File: config.mk
export PLATFORM = sky130hd
export DESIGN_NAME = chs_front
export DESIGN_NICKNAME = d
export VERILOG_FILES = /design/src/rtl/core/chs_pkg.sv /design/src/rtl/core/chs_front.sv
export SDC_FILE = /design/constraint.sdc
export NUM_CORES = 2
export LEC_CHECK = 0
export BUFFER_PORTS_ARGS = -buffer_cell sky130_fd_sc_hd__buf_2
export CAP_MARGIN = 0
export CORE_ASPECT_RATIO = 2
export CORE_MARGIN = 5
export CORE_UTILIZATION = 33
export CTS_CLUSTER_SIZE = 30
export DETAILED_ROUTE_END_ITERATION = 8
export PLACE_DENSITY = 0.5
export SLEW_MARGIN = 20
export SYNTH_ARGS = -nofsm -noshare
export SYNTH_HDL_FRONTEND = slang
export SYNTH_SLANG_ARGS = --single-unit
File: constraint.sdc
create_clock -name i_clk -period 13.9 [get_ports i_clk]
set_input_delay 4.17 -clock i_clk [delete_from_list [all_inputs] [get_ports i_clk]]
set_output_delay 4.17 -clock i_clk [all_outputs]
set_load 0.05 [all_outputs]
File: src/rtl/core/chs_pkg.sv
`timescale 1ns / 1ps
`default_nettype none
package chs_pkg;
    localparam int unsigned CfgIdxW = 3;
    localparam int unsigned CfgDataW = 32;
    localparam logic [CfgIdxW-1:0] CFG_RANGE_MIN = 3'd0;
    localparam logic [CfgIdxW-1:0] CFG_BIN_SCALE = 3'd1;
    localparam logic [CfgIdxW-1:0] CFG_BIN_WIDTH = 3'd2;
    localparam logic [CfgIdxW-1:0] CFG_BIN_COUNT = 3'd3;
    localparam logic [CfgIdxW-1:0] CFG_STRIDE = 3'd4;

    // one classified sample handed from front to back
    typedef struct packed {
        logic       hit;
        logic [5:0] bin;
        logic       dump;
    } t_cmd;

    typedef enum logic [2:0] {
        ST_IDLE,
        ST_RD,
        ST_UPD,
        ST_DREAD,
        ST_DIV,
        ST_OUT
    } t_state;
endpackage
`default_nettype wire

File: src/rtl/core/chs_front.sv
`timescale 1ns / 1ps
`default_nettype none
module chs_front (
    input  wire logic               i_clk,
    input  wire logic               i_rst_n,
    input  wire logic               i_valid,
    output logic                    o_stall,
    input  wire logic signed [31:0] i_sample_value,
    input  wire logic signed [31:0] i_range_min,
    input  wire logic        [31:0] i_bin_scale,
    input  wire logic        [6:0]  i_nbins,
    input  wire logic        [23:0] i_stride,
    output logic                    o_valid,
    input  wire logic               i_stall,
    output chs_pkg::t_cmd           o_cmd
);
    import chs_pkg::*;

    // stage 1: difference, stage 2: product and compare
    logic        r_v1;
    logic [32:0] r_diff;
    logic        r_dump1;
    logic        r_v2;
    t_cmd        r_cmd;
    logic [23:0] r_scnt;
    logic [63:0] w_prod;
    logic [32:0] w_diff;
    logic [23:0] w_stride;
    logic        w_adv2;
    logic        w_adv1;
    logic        w_take;
    logic        w_dump;

    assign w_adv2   = !r_v2 || !i_stall;
    assign w_adv1   = !r_v1 || w_adv2;
    assign o_stall  = !w_adv1;
    assign w_take   = i_valid && w_adv1;
    assign w_diff   = {i_sample_value[31], i_sample_value} - {i_range_min[31], i_range_min};
    assign w_stride = (i_stride == 24'd0) ? 24'd1 : i_stride;
    assign w_dump   = ({1'b0, r_scnt} + 25'd1) >= {1'b0, w_stride};
    assign w_prod   = {31'd0, r_diff} * {32'd0, i_bin_scale};

    always_ff @(posedge i_clk) begin
        if (!i_rst_n) begin
            r_v1   <= 1'b0;
            r_v2   <= 1'b0;
            r_scnt <= '0;
        end else begin
            if (w_adv1) r_v1 <= w_take;
            if (w_adv2) r_v2 <= r_v1;
            if (w_take) r_scnt <= w_dump ? 24'd0 : r_scnt + 24'd1;
        end
    end

    always_ff @(posedge i_clk) begin
        if (w_take) begin
            r_diff  <= w_diff;
            r_dump1 <= w_dump;
        end
        if (w_adv2 && r_v1) begin
            r_cmd.hit  <= !r_diff[32] && (w_prod[63:32] < {25'd0, i_nbins});
            r_cmd.bin  <= w_prod[37:32];
            r_cmd.dump <= r_dump1;
        end
    end

    assign o_valid = r_v2;
    assign o_cmd   = r_cmd;
endmodule
`default_nettype wire

# Word level (Yosys, flattened, before mapping)
# Cells that the tools add are included.
[totals]
regBits = 68
inputBits = 131
out_inout_bits = 10
word_cells = 27
[op_classes]
add_sub_neg = 3
multipliers = 1
order_cmp = 2
n_mux = 2
n_reduce_logical = 11
[op_table]
columns = ["operator", "n"]
rows = [
  ["33-bit by 32-bit multiplier with 64-bit output", 1],
  ["24-bit two-way mux", 2],
  ["32-bit by 32-bit subtractor with 33-bit output", 1],
  ["32-bit by 7-bit < comparator with 1-bit output", 1],
  ["24-bit by 1-bit adder with 25-bit output (second input constant)", 1],
  ["25-bit by 24-bit >= comparator with 1-bit output", 1],
  ["24-bit by 1-bit adder with 24-bit output (second input constant)", 1],
  ["24-bit zero test", 1],
  ["1-bit zero test", 5],
  ["1-bit logical AND", 3],
  ["1-bit logical OR", 2],
]

# Logic depth before layout (Yosys ltp)
[logic_depth]
word_depth = 4
mapped_depth = 39

# Worst setup path before layout
# Ideal clock, no wire load.
[synth_timing]
path_type = "in2reg"
from = "in i_bin_scale[2]"
to = "reg r_cmd (netlist bit o_cmd[7]) (data pin)"
setup_ns = 0.170
arrival_ns = 12.288
required_time_ns = 13.730
setup_slack_ns = 1.442
cell_stages = 35
n_path_buf = 2
cell_sequence = "clkbuf_1 > nand2_1 > fa_1 > inv_1 > fa_1 > inv_1 > fa_1 > fa_1 > inv_1 > fa_1 > fa_1 > fa_1 > inv_1 > fa_1 > inv_1 > ha_1 > clkbuf_1 > a21o_1 > a21o_1 > a21o_1 > a211oi_1 > a21oi_1 > xor2_1 > ha_1 > a21oi_1 > nor2b_1 > a2111oi_0 > o2111ai_1 > a31oi_1 > o2111ai_1 > nor4_1 > o2111ai_1 > nor3_2 > nand4_1 > nor4_2"
[synth_via]
elab_chain_len = 3
[synth_lines]
columns = ["element", "line", "rtl"]
rows = [
  ["from (decl)", "chs_front.sv:10", "input wire logic [31:0] i_bin_scale,"],
  ["33-bit by 32-bit multiplier with 64-bit output", "chs_front.sv:41", "assign w_prod = {31'd0, r_diff} * {32'd0, i_bin_scale};"],
  ["via w_prod[34]", "chs_front.sv:26", "logic [63:0] w_prod;"],
  ["32-bit by 7-bit < comparator with 1-bit output", "chs_front.sv:61", "r_cmd.hit <= !r_diff[32] && (w_prod[63:32] < {25'd0, i_nbins});"],
  ["1-bit logical AND", "chs_front.sv:61", ""],
  ["to (decl)", "chs_front.sv:24", "t_cmd r_cmd;"],
]
# The timed path passes the listed nets, and every way through them passes these cells.
# A chain may end at the register's enable or synchronous reset.

# Final worst setup path
[layout_timing]
from = "in i_bin_scale[8]"
to = "reg r_cmd (netlist bit o_cmd[7]) (data pin)"
# The elaborated chain is that of the path after synthesis.

==> metrics.cfg <==
[sta]
finalCritPeriodShare_pct = 95.9
hold_violations = 0
setup_ws_ns = 0.570
rsz0062_at_grt = false
fin_crit_ns = 13.33
tightest_slew_ns = 1.09
setup_violations = 0
fmax_mhz = 75.0
drv_slew = 0
clock_skew_ns = 0.0135
tns_ns = 0
slew_headroom_pct = 27.3

[job]
drv_cap = 0

[worst_setup_path]
endpoint_kind = flip-flop
crit_fanout = 21
critPathLaunchType = primary input
setup.worst_path.start = i_bin_scale[8]
r2r-end = o_cmd[7]
critPathRequiredTime_ns = 14.14
cp-endpoint = o_cmd[7]
critical_path.most_common_cell = fa_1
slowest_delay_ns = 0.58
rr_worst_depth = 32
rrSetupSlack_ns = 3.86
critical_path.slowest_cell = fa_1
path_class = primary input to flip-flop
worstPathArrival_ns = 13.57
r2r_start = r_diff[18]

[detailed_routing]
dr_total_vias = 29300
viasPerCell = 5.00
dr.pass1.iters = 7
routed_wl_um = 126000
detail-route-antenna-nets = 0
wl_per_cell_um = 21.5
drcViolationCount = 0
drtIter0Drc = 1094

[logic_synthesis]
yosys_warnings = 0
netlist_instances = 4327
synth_fp_nets = 5701
synth-edff-count = 42
yosysSeqAreaShare_pct = 4.59
ys_ff_latch = 68
ys_types = 80
avgSynthCellArea_um2 = 8.97
synthArstFlopShare_pct = 0
ys.flop_type = edfxtp_1
syn_area_um2 = 38800

[floorplan]
ioPinCount = 141
std_cell_rows = 178
die_w_um = 252
die_area_um2 = 125000
core-area_um2 = 117000
die_h_um = 495
start_util_pct = 33.1

[final_layout]
area_growth_syn_to_layout_pct = 6.82
num-fill-cells = 12300
layout-drive-gt1-share_pct = 5.98
fin_nets = 5702

[clock_tree]
ctsHtreeMaxLevel = 3
hold_buffers = 0
clock_latency_ns = 0.40
tritoncts = built
postCtsSetupRepairBufs = 0
cts.sinks = 68
cts-resized-gates = 0
path_clk_slew_ns = 0.07
cts-root-buf = clkbuf_16
clk_path_buf_depth = 2
cts_made_buffers = 9

[global_routing]
overflow = 0
grt_pass1_wl_um = 193000
grt_max_degree = 42
grt_antenna_before_repair = 10
grt_pass1_vias = 33500
grt_use_total_pct = 20.5

[hold_path]
hold_path_class = flip-flop to flip-flop

[status]
outcome = complete, no violations

[place]
port_buffers = 140
dp_hpwl_um = 105000
dp_slack_ns = 0.141
gp_congestion = 0.881

[cell families (layout without fill, tap and decap cells)]
| family | Yosys count | after routing | synth area share (%) |
|---|---|---|---|
| simple gates | 1390 | 1390 | 17.8 |
| fa+ha+maj | 1243 | 1243 | 58.0 |
| buf+inv | 1199 | 1205 | 11.6 |
| compound gates | 356 | 356 | 6.34 |
| xor+xnor | 68 | 68 | 1.53 |
| flops | 68 | 68 | 4.59 |
| mux | 3 | 3 | 0.0806 |
| other cells | 0 | 7 | 0 |
[Yosys cell counts (7+ instances only)]
| master | count | area [µm²] |
|---|---|---|
| xor2_1 | 17 | 149 |
| a31oi_1 | 13 | 81.3 |
| clkbuf_1 | 213 | 800 |
| nor4_1 | 11 | 68.8 |
| o21ai_1 | 14 | 70.1 |
| fa_1 | 925 | 18500 |
| nor2_1 | 71 | 267 |
| and3_1 | 23 | 144 |
| nand2b_1 | 12 | 75.1 |
| o21ai_0 | 44 | 220 |
| ha_1 | 318 | 3980 |
| xnor2_1 | 51 | 447 |
| a211o_1 | 7 | 61.3 |
| buf_2 | 10 | 50.1 |
| edfxtp_1 | 42 | 1260 |
| inv_1 | 973 | 3650 |
| o21bai_1 | 12 | 90.1 |
| a211oi_1 | 13 | 97.6 |
| a21boi_1 | 8 | 60.1 |
| and2_1 | 498 | 3120 |
| nand4_1 | 30 | 188 |
| a21oi_1 | 86 | 430 |
| a21o_1 | 67 | 503 |
| a32o_1 | 15 | 150 |
| o21a_1 | 18 | 135 |
| nand3b_1 | 9 | 67.6 |
| nor3_1 | 20 | 100 |
| nand3_1 | 42 | 210 |
| nor2b_1 | 13 | 81.3 |
| nand2_1 | 631 | 2370 |
| dfxtp_1 | 26 | 521 |
| o211ai_1 | 7 | 52.6 |
[per-stage QoR]
stage                     std cells  util [%]  hold WS (ns)  area, µm²
after floorplan                4327         -         0.400      38800
after global placement         5847      35.0         0.406      41100
after detailed placement       5847      35.0         0.419      41100
after CTS                      5863      35.3         0.430      41400
after global routing           5867      35.3         0.448      41400
final                          5870      35.3         0.427      41500
[sequential cells by signal, indices dropped and copies added, names as in the netlist]
signal,cells
o_cmd,8
r_dump1,1
r_v1,1
r_diff,33
o_valid,1
r_scnt,24
[layer usage]
metal | vias up | wire, µm | GRT usage [%]
li1 | 12900 | - | -
met1 | 15500 | 38300 | 18.6
met2 | 625 | 75400 | 42.2
met3 | 357 | 2400 | 1.31
met4 | 2 | 9810 | 13.0
met5 | - | 12 | 0
[worst max-delay path, delay by kind of cell]
kind / cells / cell delay, ns
AO/OA/AOI/OAI: 11 / 2.03
adder cells (fa/ha/maj): 10 / 4.72
buffers and inverters: 7 / 1.16
AND/OR/NAND/NOR: 6 / 1.25
XOR/XNOR: 1 / 0.20
[worst min path at each step]
stage	startpoint	to	slack, ns	cells past startpoint
global placement	r_dump1	o_cmd[0]	0.41	0
global route	r_dump1	o_cmd[0]	0.45	0
finish	r_dump1	o_cmd[0]	0.43	0
floorplan	r_dump1	o_cmd[0]	0.40	0
CTS	r_dump1	o_cmd[0]	0.43	0
detailed placement	r_dump1	o_cmd[0]	0.42	0
[cell type report]
cell class,instances,area [µm²],area share [%]
antenna,7,17.5,0.0423
clock buffer,9,225,0.543
clock inverter,7,76.3,0.184
inverter,973,3650,8.81
multi-input combinational,3060,32500,78.4
sequential,68,1780,4.30
tap,1530,1910,4.62
timing repair buffer,216,1270,3.07
[layout by cell type, fill, tap and decap left out, types with 44 or more instances in the layout]
master / n
a21o_1: 67
buf_2: 140
nand2_1: 631
inv_1: 973
o21ai_0: 44
buf_4: 76
xnor2_1: 51
nor2_1: 71
and2_1: 498
a21oi_1: 86
ha_1: 318
fa_1: 925
Power is left out: the tool's default activity adds up to more than one toggle a clock period on the data nets, which glitch-free logic cannot reach.
