--- src/rtl/core/chs_pkg.sv ---
`timescale 1ns / 1ps
`default_nettype none
package chs_pkg;
    localparam int unsigned CfgIdxW = 3;
    localparam int unsigned CfgDataW = 32;
    localparam logic [CfgIdxW-1:0] CFG_RANGE_MIN = 3'd0;
    localparam logic [CfgIdxW-1:0] CFG_BIN_SCALE = 3'd1;
    localparam logic [CfgIdxW-1:0] CFG_BIN_WIDTH = 3'd2;
    localparam logic [CfgIdxW-1:0] CFG_BIN_COUNT = 3'd3;
    localparam logic [CfgIdxW-1:0] CFG_STRIDE = 3'd4;

    // one classified sample handed from front to back
    typedef struct packed {
        logic       hit;
        logic [5:0] bin;
        logic       dump;
    } t_cmd;

    typedef enum logic [2:0] {
        ST_IDLE,
        ST_RD,
        ST_UPD,
        ST_DREAD,
        ST_DIV,
        ST_OUT
    } t_state;
endpackage
`default_nettype wire

--- src/rtl/core/chs_queue.sv ---
`timescale 1ns / 1ps
`default_nettype none
module chs_queue (
    input  wire logic          i_clk,
    input  wire logic          i_rst_n,
    input  wire logic          i_valid,
    output logic               o_stall,
    input  chs_pkg::t_cmd      i_cmd,
    output logic               o_valid,
    input  wire logic          i_stall,
    output chs_pkg::t_cmd      o_cmd
);
    import chs_pkg::*;

    t_cmd       r_mem [4];
    logic [1:0] r_wp;
    logic [1:0] r_rp;
    logic [2:0] r_cnt;
    logic       w_push;
    logic       w_pop;

    assign o_stall = r_cnt[2];
    assign o_valid = r_cnt != 3'd0;
    assign w_push  = i_valid && !r_cnt[2];
    assign w_pop   = o_valid && !i_stall;
    assign o_cmd   = r_mem[r_rp];

    always_ff @(posedge i_clk) begin
        if (!i_rst_n) begin
            r_wp  <= '0;
            r_rp  <= '0;
            r_cnt <= '0;
        end else begin
            if (w_push) r_wp <= r_wp + 2'd1;
            if (w_pop) r_rp <= r_rp + 2'd1;
            r_cnt <= r_cnt + {2'd0, w_push} - {2'd0, w_pop};
        end
    end

    always_ff @(posedge i_clk) begin
        if (w_push) r_mem[r_wp] <= i_cmd;
    end
endmodule
`default_nettype wire

--- config.mk ---
export PLATFORM = sky130hd
export DESIGN_NAME = chs_queue
export DESIGN_NICKNAME = d
export VERILOG_FILES = /design/src/rtl/core/chs_pkg.sv /design/src/rtl/core/chs_queue.sv
export SDC_FILE = /design/constraint.sdc
export NUM_CORES = 1
export LEC_CHECK = 0
export ABC_CLOCK_PERIOD_IN_PS = 3300
export BUFFER_PORTS_ARGS = -buffer_cell sky130_fd_sc_hd__buf_4
export CAP_MARGIN = 20
export CELL_PAD_IN_SITES_DETAIL_PLACEMENT = 0
export CELL_PAD_IN_SITES_GLOBAL_PLACEMENT = 1
export CORE_ASPECT_RATIO = 0.75
export CORE_MARGIN = 1.5
export CORE_UTILIZATION = 45
export DETAILED_ROUTE_END_ITERATION = 8
export PLACE_DENSITY_LB_ADDON = 0.15
export SLEW_MARGIN = 20
export SYNTH_ARGS = -nofsm -noshare
export SYNTH_HDL_FRONTEND = slang
export SYNTH_SLANG_ARGS = --single-unit
--- constraint.sdc ---
create_clock -name i_clk -period 3.3 [get_ports i_clk]
set_input_delay 0.165 -clock i_clk [delete_from_list [all_inputs] [get_ports i_clk]]
set_output_delay 0.165 -clock i_clk [all_outputs]
set_load 0.02 [all_outputs]
* Word level (Yosys, flattened, before mapping)
Memories as Yosys holds them, arrays and structs flattened. A register that Yosys moved wholly into a read port is not among the register bits.
Index checks and enable logic that the tools add are counted.
** Word-level totals
- Word-level logic and storage cells :: 17
- Input port bits :: 12
- Output and inout port bits :: 10
- Memories kept :: 1
- Flip-flop bits (word level) :: 7
- Memory bits (writable) :: 32
** Memories
- r_mem :: depth 4, width 8, rd ports 1, clocked after memory_dff 1, write ports 1, line chs_queue.sv:15 : t_cmd r_mem [4];
** Operators by class
- Mux-type cells :: 4
- Reduce and logical (&&, ||, !) cells :: 5
- Add/subtract/negate cells :: 4
** Operator list (number)
- adder 2 x 1 -> 2 bit, second input constant :: 2
- 2-to-1 mux 2 bit :: 2
- adder 3 x 1 -> 3 bit :: 1
- nonzero test 3 bit :: 1
- subtractor 3 x 1 -> 3 bit :: 1
- logical AND 1 bit :: 2
- zero test 1 bit :: 2
- 2-to-1 mux 1 bit :: 2

* Longest topological paths before layout
Gate-level depths: netlist of run 1.
- Depth in word-level cells :: 4
- Gate-level depth with buffers :: 11
- Gate-level depth less buffers :: 10

* Worst setup path before layout of run 1
No wires, ideal clock.
- Kind :: reg2reg
- Start point :: register r_cnt[2]
- End point :: register r_cnt[2]
- Cell stages (with the launch flop) :: 12
- Arrival time :: 1962 ps
- Library setup time :: 115 ps
- Required time :: 3185 ps
- Path buffers :: 1
- Setup slack :: 1223 ps
- Period minus slack after synthesis :: 2077 ps
- Cell sequence :: dfxtp_1 nor2b_1 buf_2 inv_1 ha_1 inv_1 ha_1 inv_1 fa_1 xnor2_1 xnor2_1 and2_1
** On the way
- Longest elaborated chain between the ends :: 4
- Elaborated cells on any way between the ends :: 6
- Classes of those cells :: add/sub (2); reduce/logical (4)
** Ends and longest elaborated chain
- start: declaration :: line chs_queue.sv:18 : logic [2:0] r_cnt;
- start signal: assignment :: line chs_queue.sv:36 : r_cnt <= r_cnt + {2'd0, w_push} - {2'd0, w_pop};
- zero test 1 bit :: line chs_queue.sv:24 : assign w_push = i_valid && !r_cnt[2];
- logical AND 1 bit :: line chs_queue.sv:24
- adder 3 x 1 -> 3 bit :: line chs_queue.sv:36
- subtractor 3 x 1 -> 3 bit * :: line chs_queue.sv:36
Mark *: on every way between the ends. The rest lies on a longest branch, timed or not.
A chain may end at the register's enable or synchronous reset.

* Final worst setup path of run 1
Same ends and word-level chain as after synthesis.

==> results.sh, run 1 <==
export IMPL_outcome="completed"
export IMPL_drt_antenna_violating_nets=0
export IMPL_gp_congestion=0.701
export IMPL_synth_seq_area_share_pct=70.2
export IMPL_hp_class="in -> reg"
export IMPL_via_count=781
export IMPL_fin_util_pct=56.2
export IMPL_finClkSkew_ns=0.00540
export IMPL_port_buffers=21
export IMPL_grt_pass1_vias=763
export IMPL_nets=133
export IMPL_worstHoldStart="i_cmd[6]"
export IMPL_period_needed_ns=2.25
export IMPL_grt_max_degree=14
export IMPL_placed_cells_incl_taps=147
export IMPL_grt_pass1_wl_um=3780
export IMPL_cp_buffers_inverters=3
export IMPL_syn_avg_cell_area_sq_um=18.3
export IMPL_drt_total_wl_um=2400
export IMPL_synth_commonest_cells="32 x edfxtp_1, 9 x dfxtp_1, 8 x mux4_2"
export IMPL_drtIter0Drc=44
export IMPL_io_pins=22
export IMPL_clk_insertion_delay_late_ns=0.28
export IMPL_yosysMostFrequentCell="edfxtp_1"
export IMPL_rsz0062_at_grt="no"
export IMPL_die_y_um=55.1
export IMPL_final_cell_area_sq_um=1900
export IMPL_synth_edff_count=32
export IMPL_worst_hold_slack_ns=0.0768
export IMPL_finalWorstSetupSlack_ns=1.05
export IMPL_setup_tns_ns=0
export IMPL_diodes=0
export IMPL_viasPerCell=5.04
export IMPL_rr_worst_depth=10
export IMPL_grt_usage_pct=13.7
export IMPL_synth_area_leader_cell="edfxtp_1"
export IMPL_path_max_fanout=7
export IMPL_relSlewSlack_pct=62.4
export IMPL_synth_top_area_share_pct=59.1
export IMPL_ir_worst_vdd_v=0.000286
export IMPL_rows=18
export IMPL_antenna_found_initial=0
export IMPL_post_cts_buffers=0
export IMPL_startpoint_type="flop"
export IMPL_endpoint_kind="flop"
export IMPL_cts_buffers=5
export IMPL_clock_sinks=41
export IMPL_min_to="r_mem[0][6]"
export IMPL_reg2reg_to="r_cnt[2]"
export IMPL_synth_area_leaders="edfxtp_1 59%, dfxtp_1 11%, mux4_2 11%, ha_1 4.6%, and2_1 2.7%"
export IMPL_required_ns=3.48
export IMPL_chipWidth_um=72.4
export IMPL_hold_buffers=0
export IMPL_reg2reg_slack_ns=1.05
export IMPL_grt_ovfl_total=0
export IMPL_post_dp_hpwl_um=1660
export IMPL_cp_top_family="adder cells"
export IMPL_core_sq_um=3380
export IMPL_drive_above_1_share_pct=32.2
export IMPL_slew_viol_final=0
export IMPL_crit_chain="nor2b_1, inv_1, ha_1, inv_1, ha_1, inv_1, fa_1, xnor2_1, xnor2_1, and2_1"
export IMPL_dpl_instance_area_sq_um=1810
export IMPL_areaGrowthSynthToFinish_pct=16.8
export IMPL_slowest_delay_ns=0.40
export IMPL_ys_seq_elements=41
export IMPL_power_density_nw_per_um2=714
export IMPL_cts_buffer_depth=2
export IMPL_crit_type="reg -> reg"
export IMPL_drc=0
export IMPL_cts_root_buf="clkbuf_8"
export IMPL_wire_per_inst_um=15.5
export IMPL_p_leak_nw=0.687
export IMPL_start_util_pct=48.1
export IMPL_hold_depth=1
export IMPL_die_area_sq_um=3990
export IMPL_async_reset_ff_share_pct=0
export IMPL_fmaxAchievable_mhz=444
export IMPL_yosysUniqueCellTypes=21
export IMPL_p_total_mw=1.36
export IMPL_hold_violations=0
export IMPL_path_common_cell="inv_1"
export IMPL_firstDrtPassIters=4
export IMPL_synthFlopType="edfxtp_1"
export IMPL_clk_pin_slew_worst_paths_ns=0.08
export IMPL_netlist_instances=89
export IMPL_post_route_period_util_pct=68.2
export IMPL_dp_worst_setup_slack_ns=1.06
export IMPL_synth_nets=108
export IMPL_fin_cells=155
export IMPL_cap_violations=0
export IMPL_cts_tree="done"
export IMPL_r2r_start="r_cnt[2]"
export IMPL_worstMarginPinSlew_ns=0.563
export IMPL_crit_start="r_cnt[2]"
export IMPL_post_cts_resize_count=0
export IMPL_setup_viol=0
export IMPL_crit_slowest_cell="nor2b_1"
export IMPL_cts_htree_levels=2
export IMPL_yosysWarningCount=0
export IMPL_crit_arrival_ns=2.43
export IMPL_synth_area_sq_um=1630
cell usage in the layout (no fill, tap or decap), drive strengths merged:
master,count
nor2,1
o21ai,1
a21boi,2
nor2b,3
and2,7
buf,21
nor3b,1
clkinv,3
mux2i,2
xnor2,3
nand2,1
ha,6
nor3,1
mux4,8
dfxtp,9
or3,1
clkbuf,5
fa,1
nand2b,1
inv,6
edfxtp,32
registers in the layout, summed over array words and instances, names as in the netlist, named ones only:
signal / flops
r_mem: 32
r_cnt: 3
r_rp: 2
r_wp: 2
final cells by class:
cell class,instances,area (sq um)
inverter,6,22.5
fill,263,1480
clock buffer,5,68.8
clock inverter,3,17.5
multi-input combinational,39,442
tap,40,50.0
timing repair buffer,21,158
sequential,41,1140
worst max path at each step:
stage / to / slack (ns) / depth (start not counted)
CTS: r_cnt[2] / 1.04 / 10
floorplan: r_cnt[2] / 1.22 / 11
finish: r_cnt[2] / 1.05 / 10
global placement: r_cnt[2] / 1.13 / 10
global route: r_cnt[2] / 0.85 / 10
detailed placement: r_cnt[2] / 1.06 / 10
cell families (layout without fill, tap and decap cells):
logic type                 after synthesis  in the layout  share of synthesized area (%)
DFF                                     41             41                           70.2
and+or+nand+nor                         16             16                           6.15
muxes                                   10             10                           12.3
buffers and inverters                    9             35                           2.69
adders and majority gates                7              7                           5.85
AOI/OAI and AO/OA                        3              3                           1.23
xor gates and xnor gates                 3              3                           1.62
report_power, final:
| group | total (mW) | internal, mW | switching, mW |
|---|---|---|---|
| registers | 0.681 | 0.628 | 0.0538 |
| logic | 0.363 | 0.187 | 0.176 |
| clock network | 0.311 | 0.146 | 0.165 |
per-layer routing:
metal	wire (um)	GRT usage [%]	part of all wire, %	vias up
li1	-	-	-	376
met1	1170	18.1	49	387
met2	1130	21.6	47	15
met3	103	4.53	4.3	3
met4	8	4.72	0.33	0
met5	0	0	0	-
No activity file was read; power rests on OpenSTA's default activity.
==> run 2, diff against run 1 <==
--- a/config.mk
+++ b/config.mk
@@ -5,7 +5,7 @@
 export SDC_FILE = /design/constraint.sdc
 export NUM_CORES = 1
 export LEC_CHECK = 0
-export ABC_CLOCK_PERIOD_IN_PS = 3300
+export ABC_CLOCK_PERIOD_IN_PS = 2110
 export BUFFER_PORTS_ARGS = -buffer_cell sky130_fd_sc_hd__buf_4
 export CAP_MARGIN = 20
 export CELL_PAD_IN_SITES_DETAIL_PLACEMENT = 0
==> constraint.sdc (replaced) <==
create_clock -name i_clk -period 2.11 [get_ports i_clk]
set_input_delay 0.1055 -clock i_clk [delete_from_list [all_inputs] [get_ports i_clk]]
set_output_delay 0.1055 -clock i_clk [all_outputs]
set_load 0.02 [all_outputs]
==> run 2 against run 1 <==
Worst setup slack lost 0.93 ns. Register-to-register slack lost 0.93 ns. Non-clock buffer count grew 2. Sequential power grew 57%. Clock skew is essentially flat. Hold slack lost 0.059 ns. Cell count grew 1.3%. Via count grew 1.0%. Routed wire length grew 3.4%. First-iteration DRC count grew 59%. Count of clock-buffer cells in the layout grew 1. Combinational power grew 71%. Critical path type unchanged. Critical endpoint unchanged. Highest routed layer is now met3.
==> results.sh, run 2 (synthesis results as in run 1) <==
export IMPL_grt_pass1_vias=812
export IMPL_wire_per_inst_um=15.8
export IMPL_drt_total_wl_um=2490
export IMPL_r2r_start="r_cnt[1]"
export IMPL_min_to="r_mem[0][4]"
export IMPL_die_y_um=55.1
export IMPL_hold_violations=0
export IMPL_post_dp_hpwl_um=1740
export IMPL_diodes=0
export IMPL_crit_arrival_ns=2.17
export IMPL_placed_cells_incl_taps=149
export IMPL_met3_length_um=120
export IMPL_drive_above_1_share_pct=38.5
export IMPL_clk_insertion_delay_late_ns=0.28
export IMPL_required_ns=2.29
export IMPL_final_common_cell="edfxtp_1"
export IMPL_rr_worst_depth=10
export IMPL_grt_pass1_wl_um=3980
export IMPL_cts_root_buf="clkbuf_8"
export IMPL_relSlewSlack_pct=64.3
export IMPL_regMostFlops="r_mem"
export IMPL_p_leak_nw=0.701
export IMPL_start_util_pct=48.1
export IMPL_top_layer_used="met3"
export IMPL_post_route_period_util_pct=94.4
export IMPL_setup_viol=0
export IMPL_wl_met1_um=1100
export IMPL_hold_depth=1
export IMPL_final_cell_mix="32 x edfxtp_1, 23 x buf_4, 8 x mux4_2"
export IMPL_cap_violations=0
export IMPL_clk_pin_slew_worst_paths_ns=0.08
export IMPL_crit_type="reg -> reg"
export IMPL_largest_register_ffs=32
export IMPL_grt_usage_pct=14.3
export IMPL_via_count=789
export IMPL_endpoint_kind="flop"
export IMPL_firstDrtPassIters=4
export IMPL_nFillCells=285
export IMPL_grt_max_degree=13
export IMPL_finClkSkew_ns=0.00563
export IMPL_period_needed_ns=1.99
export IMPL_viasPerCell=5.03
export IMPL_grt_ovfl_total=0
export IMPL_chipWidth_um=72.4
export IMPL_cts_buffer_depth=2
export IMPL_p_total_mw=2.17
export IMPL_drt_antenna_violating_nets=0
export IMPL_dp_worst_setup_slack_ns=0.0528
export IMPL_clock_sinks=41
export IMPL_core_sq_um=3380
export IMPL_reg_top3="r_mem (32), r_cnt (3)"
export IMPL_wl_met2_um=1260
export IMPL_die_area_sq_um=3990
export IMPL_dpl_instance_area_sq_um=1830
export IMPL_slew_viol_final=0
export IMPL_rows=18
export IMPL_drtIter0Drc=70
export IMPL_finalWorstSetupSlack_ns=0.119
export IMPL_power_density_nw_per_um2=1130
export IMPL_crit_slowest_cell="dfxtp_2"
export IMPL_worstHoldStart="i_cmd[4]"
export IMPL_path_max_fanout=3
export IMPL_nets=135
export IMPL_io_pins=22
export IMPL_hp_class="in -> reg"
export IMPL_antenna_found_initial=0
export IMPL_ir_worst_vdd_v=0.000511
export IMPL_crit_chain="nor3_2, nor2_1, ha_1, inv_1, ha_1, inv_1, fa_2, xnor2_2, xnor2_1, and2_1"
export IMPL_cts_buffers=5
export IMPL_setup_tns_ns=0
export IMPL_cts_tree="done"
export IMPL_reg2reg_to="r_cnt[2]"
export IMPL_worstMarginPinSlew_ns=0.534
export IMPL_gp_congestion=0.722
export IMPL_port_buffers=21
export IMPL_areaGrowthSynthToFinish_pct=18.5
export IMPL_outcome="completed"
export IMPL_reg2reg_slack_ns=0.12
export IMPL_slowest_delay_ns=0.35
export IMPL_drc=0
export IMPL_final_cell_area_sq_um=1930
export IMPL_startpoint_type="flop"
export IMPL_fmaxAchievable_mhz=502
export IMPL_fin_cells=157
export IMPL_cts_htree_levels=2
## run 2: cell count changes in the layout (fill, tap and decap cells not counted), sizes merged
cell,before,now
clkinv,3,2
clkbuf,5,6
buf,21,23
## run 2: area by class of cell
class	instances	area (sq um)	area share, %
Multi-Input combinational cell	39	454	23.6
Clock buffer	6	72.6	3.77
Timing Repair Buffer	23	173	8.96
Clock inverter	2	10.0	0.519
Sequential cell	41	1140	59.4
Tap cell	40	50.0	2.60
Inverter	6	22.5	1.17
## run 2: how the worst max path moves through the flow
stage / start / end / slack (ns) / cells past startpoint
final: r_cnt[1] / r_cnt[2] / 0.12 / 10
after global placement: r_cnt[2] / r_cnt[2] / 0.15 / 10
after CTS: r_cnt[1] / r_cnt[2] / 0.05 / 10
after detailed placement: r_cnt[1] / r_cnt[2] / 0.05 / 10
after floorplan: r_cnt[2] / r_cnt[2] / 0.03 / 11
after global routing: r_cnt[0] / r_cnt[2] / -0.02 / 10
## run 2: report_power, final
| group | switching (mW) | internal, mW | total [mW] |
|---|---|---|---|
| Sequential | 0.0863 | 0.986 | 1.07 |
| Clock | 0.248 | 0.229 | 0.477 |
| Combinational | 0.291 | 0.329 | 0.620 |
| Total | 0.625 | 1.54 | 2.17 |
## run 2: layer usage
metal / track usage (%) / vias up
li1: - / 383
met1: 17.7 / 390
met2: 23.9 / 16
met3: 4.53 / 0
met4: 5.66 / 0
met5: 0 / -
## run 2: worst max-delay path, delay by kind of cell, from the launching register on
family | cells | cell delay (ns)
adder cells (fa/ha/maj) | 3 | 0.75
AND/OR/NAND/NOR | 3 | 0.39
flip-flops | 1 | 0.35
XOR/XNOR | 2 | 0.27
buffers and inverters | 2 | 0.12
## run 2: through the flow
step / hold WS [ns] / util (%)
2_1_floorplan: 0.204 / -
3_3_place_gp: 0.307 / 54.1
3_5_place_dp: 0.310 / 54.1
4_1_cts: 0.00994 / 56.6
5_1_grt: 0.00808 / 57.0
6_report: 0.0175 / 57.0
## run 2: repair_timing
item | 4_1_cts | 5_1_grt
hold buffers | 0 | 0
resized for setup | 0 | 6
endpoints found under the setup margin | 0 | 1
buffers inserted | 0 | 0
==> run 3, diff against run 2 <==
--- a/config.mk
+++ b/config.mk
@@ -14,6 +14,7 @@
 export CORE_MARGIN = 1.5
 export CORE_UTILIZATION = 45
 export DETAILED_ROUTE_END_ITERATION = 8
+export HOLD_SLACK_MARGIN = 0.03
 export PLACE_DENSITY_LB_ADDON = 0.15
 export SLEW_MARGIN = 20
 export SYNTH_ARGS = -nofsm -noshare
==> run 3 against run 2 <==
Count of clock-buffer cells in the layout unchanged. Final area rose by 4.5%. Die area stayed put. Critical path type unchanged. Combinational power grew 3.5%. Sequential power about the same.
==> results.sh, run 3 (synthesis results as in run 1) <==
export IMPL_setup_viol=0
export IMPL_ff_latch_area_sq_um=1140
export IMPL_p_comb_share_pct=29.2
export IMPL_areaGrowthSynthToFinish_pct=23.8
export IMPL_grt_pass1_wl_um=4090
export IMPL_cts_root_buf="clkbuf_8"
export IMPL_drc=0
export IMPL_relSlewSlack_pct=64.2
export IMPL_slowest_delay_ns=0.36
export IMPL_p_leak_nw=0.737
export IMPL_largest_register_ffs=32
export IMPL_startpoint_type="flop"
export IMPL_endpoint_kind="flop"
export IMPL_final_cell_mix="32 x edfxtp_1, 23 x buf_4, 8 x mux4_2, 8 x dlygate4sd3_1, 7 x and2_1"
export IMPL_reg2reg_slack_ns=0.12
export IMPL_grt_usage_pct=14.7
export IMPL_grt_ovfl_total=0
export IMPL_cap_violations=0
export IMPL_power_frac_clock_pct=21.6
export IMPL_nFillCells=284
export IMPL_finClkSkew_ns=0.00715
export IMPL_hold_violations=0
export IMPL_die_area_sq_um=3990
export IMPL_power_density_nw_per_um2=1090
export IMPL_fin_cells=165
export IMPL_die_y_um=55.1
export IMPL_core_sq_um=3380
export IMPL_port_buffers=21
export IMPL_reg_top3="r_mem (32), r_cnt (3)"
export IMPL_cts_buffer_depth=2
export IMPL_wire_per_inst_um=15.8
export IMPL_start_util_pct=48.1
export IMPL_fin_util_pct=59.6
export IMPL_crit_chain="nor3_4, nor2_1, ha_1, inv_1, ha_1, inv_1, fa_2, xnor2_2, xnor2_1, and2_1"
export IMPL_grt_pass1_vias=846
export IMPL_drtIter0Drc=86
export IMPL_multi_input_area_sq_um=460
export IMPL_placed_cells_incl_taps=149
export IMPL_path_max_fanout=3
export IMPL_rows=18
export IMPL_r2r_start="r_cnt[1]"
export IMPL_grt_max_degree=13
export IMPL_slew_viol_final=0
export IMPL_clk_pin_slew_worst_paths_ns=0.07
export IMPL_power_frac_seq_pct=49.1
export IMPL_switching_share_pct=28.9
export IMPL_regMostFlops="r_mem"
export IMPL_post_route_period_util_pct=94.4
export IMPL_rr_worst_depth=10
export IMPL_antenna_found_initial=0
export IMPL_p_int_mw=1.56
export IMPL_ir_worst_vdd_v=0.000520
export IMPL_cts_htree_levels=2
export IMPL_hold_depth=2
export IMPL_drt_antenna_violating_nets=0
export IMPL_worstMarginPinSlew_ns=0.536
export IMPL_cts_buffers=5
export IMPL_min_to="r_wp[0]"
export IMPL_drt_total_wl_um=2600
export IMPL_worstHoldStart="i_rst_n"
export IMPL_crit_slowest_cell="dfxtp_2"
export IMPL_period_needed_ns=1.99
export IMPL_chipWidth_um=72.4
export IMPL_drive_above_1_share_pct=36.0
export IMPL_post_dp_hpwl_um=1740
export IMPL_clock_sinks=41
export IMPL_fmaxAchievable_mhz=502
export IMPL_final_common_cell="edfxtp_1"
export IMPL_crit_type="reg -> reg"
export IMPL_power_switching_mw=0.636
export IMPL_firstDrtPassIters=4
export IMPL_required_ns=2.28
export IMPL_io_pins=22
export IMPL_hp_class="in -> reg"
export IMPL_outcome="completed"
export IMPL_clk_insertion_delay_late_ns=0.28
export IMPL_nets=143
export IMPL_diodes=0
export IMPL_crit_arrival_ns=2.17
export IMPL_gp_congestion=0.722
export IMPL_viasPerCell=4.96
export IMPL_cts_tree="done"
export IMPL_via_count=819
export IMPL_reg2reg_to="r_cnt[2]"
==> run 3: metrics by stage <==
step | area (sq um) | TNS [ns] | worst slack [ns] | power (mW) | hold slack [ns]
after floorplan | 1630 | 0 | 0.0327 | 1.47 | 0.204
after global placement | 1830 | 0 | 0.145 | 1.68 | 0.307
after detailed placement | 1830 | 0 | 0.0528 | 1.70 | 0.310
after CTS | 1990 | 0 | 0.0455 | 2.19 | 0.0956
after global routing | 2010 | -0.0170 | -0.0170 | 2.33 | 0.109
final | 2010 | 0 | 0.118 | 2.20 | 0.101
==> run 3: power by group through the flow <==
stage | sequential, mW | combinational [mW] | clock [mW]
after floorplan | 1.04 | 0.429 | 0
after global placement | 1.08 | 0.595 | 0
after detailed placement | 1.09 | 0.613 | 0
after CTS | 1.07 | 0.625 | 0.492
after global routing | 1.10 | 0.707 | 0.525
final | 1.08 | 0.642 | 0.475
==> run 3: how the worst max path moves through the flow <==
stage                  start  endpoint  depth (start not counted)  slack, ns
floorplan           r_cnt[2]  r_cnt[2]                         11       0.03
global placement    r_cnt[2]  r_cnt[2]                         10       0.15
detailed placement  r_cnt[1]  r_cnt[2]                         10       0.05
CTS                 r_cnt[1]  r_cnt[2]                         10       0.05
global route        r_cnt[1]  r_cnt[2]                         10      -0.02
finish              r_cnt[1]  r_cnt[2]                         10       0.12
==> run 3: cell type report <==
type	count	area share, %
clock buffer	6	3.60
clock inverter	2	0.497
multi-input combinational	39	22.9
inverter	6	1.12
sequential	41	56.9
timing repair buffer	31	12.6
tap	40	2.49
==> run 3: metal layers <==
| layer | vias to the layer above | track usage, % | part of all wire (%) |
|---|---|---|---|
| li1 | 399 | - | - |
| met1 | 397 | 17.9 | 43 |
| met2 | 23 | 25.3 | 51 |
| met3 | 0 | 4.35 | 5.3 |
| met4 | 0 | 5.66 | 0 |
| met5 | - | 0 | 0 |
==> run 3: timing repair <==
item,CTS,global route
hold buffers,8,0
buffers inserted,0,0
setup endpoints to repair,0,1
resized for setup,0,7
endpoints found under the hold margin,32,0
==> run 3: critical path: cells and delay by family, from the launching register on <==
kind / cells / cell delay, ns
AND/OR/NAND/NOR: 3 / 0.38
XOR/XNOR: 2 / 0.28
buffers and inverters: 2 / 0.11
flip-flops: 1 / 0.36
adder cells (fa/ha/maj): 3 / 0.76
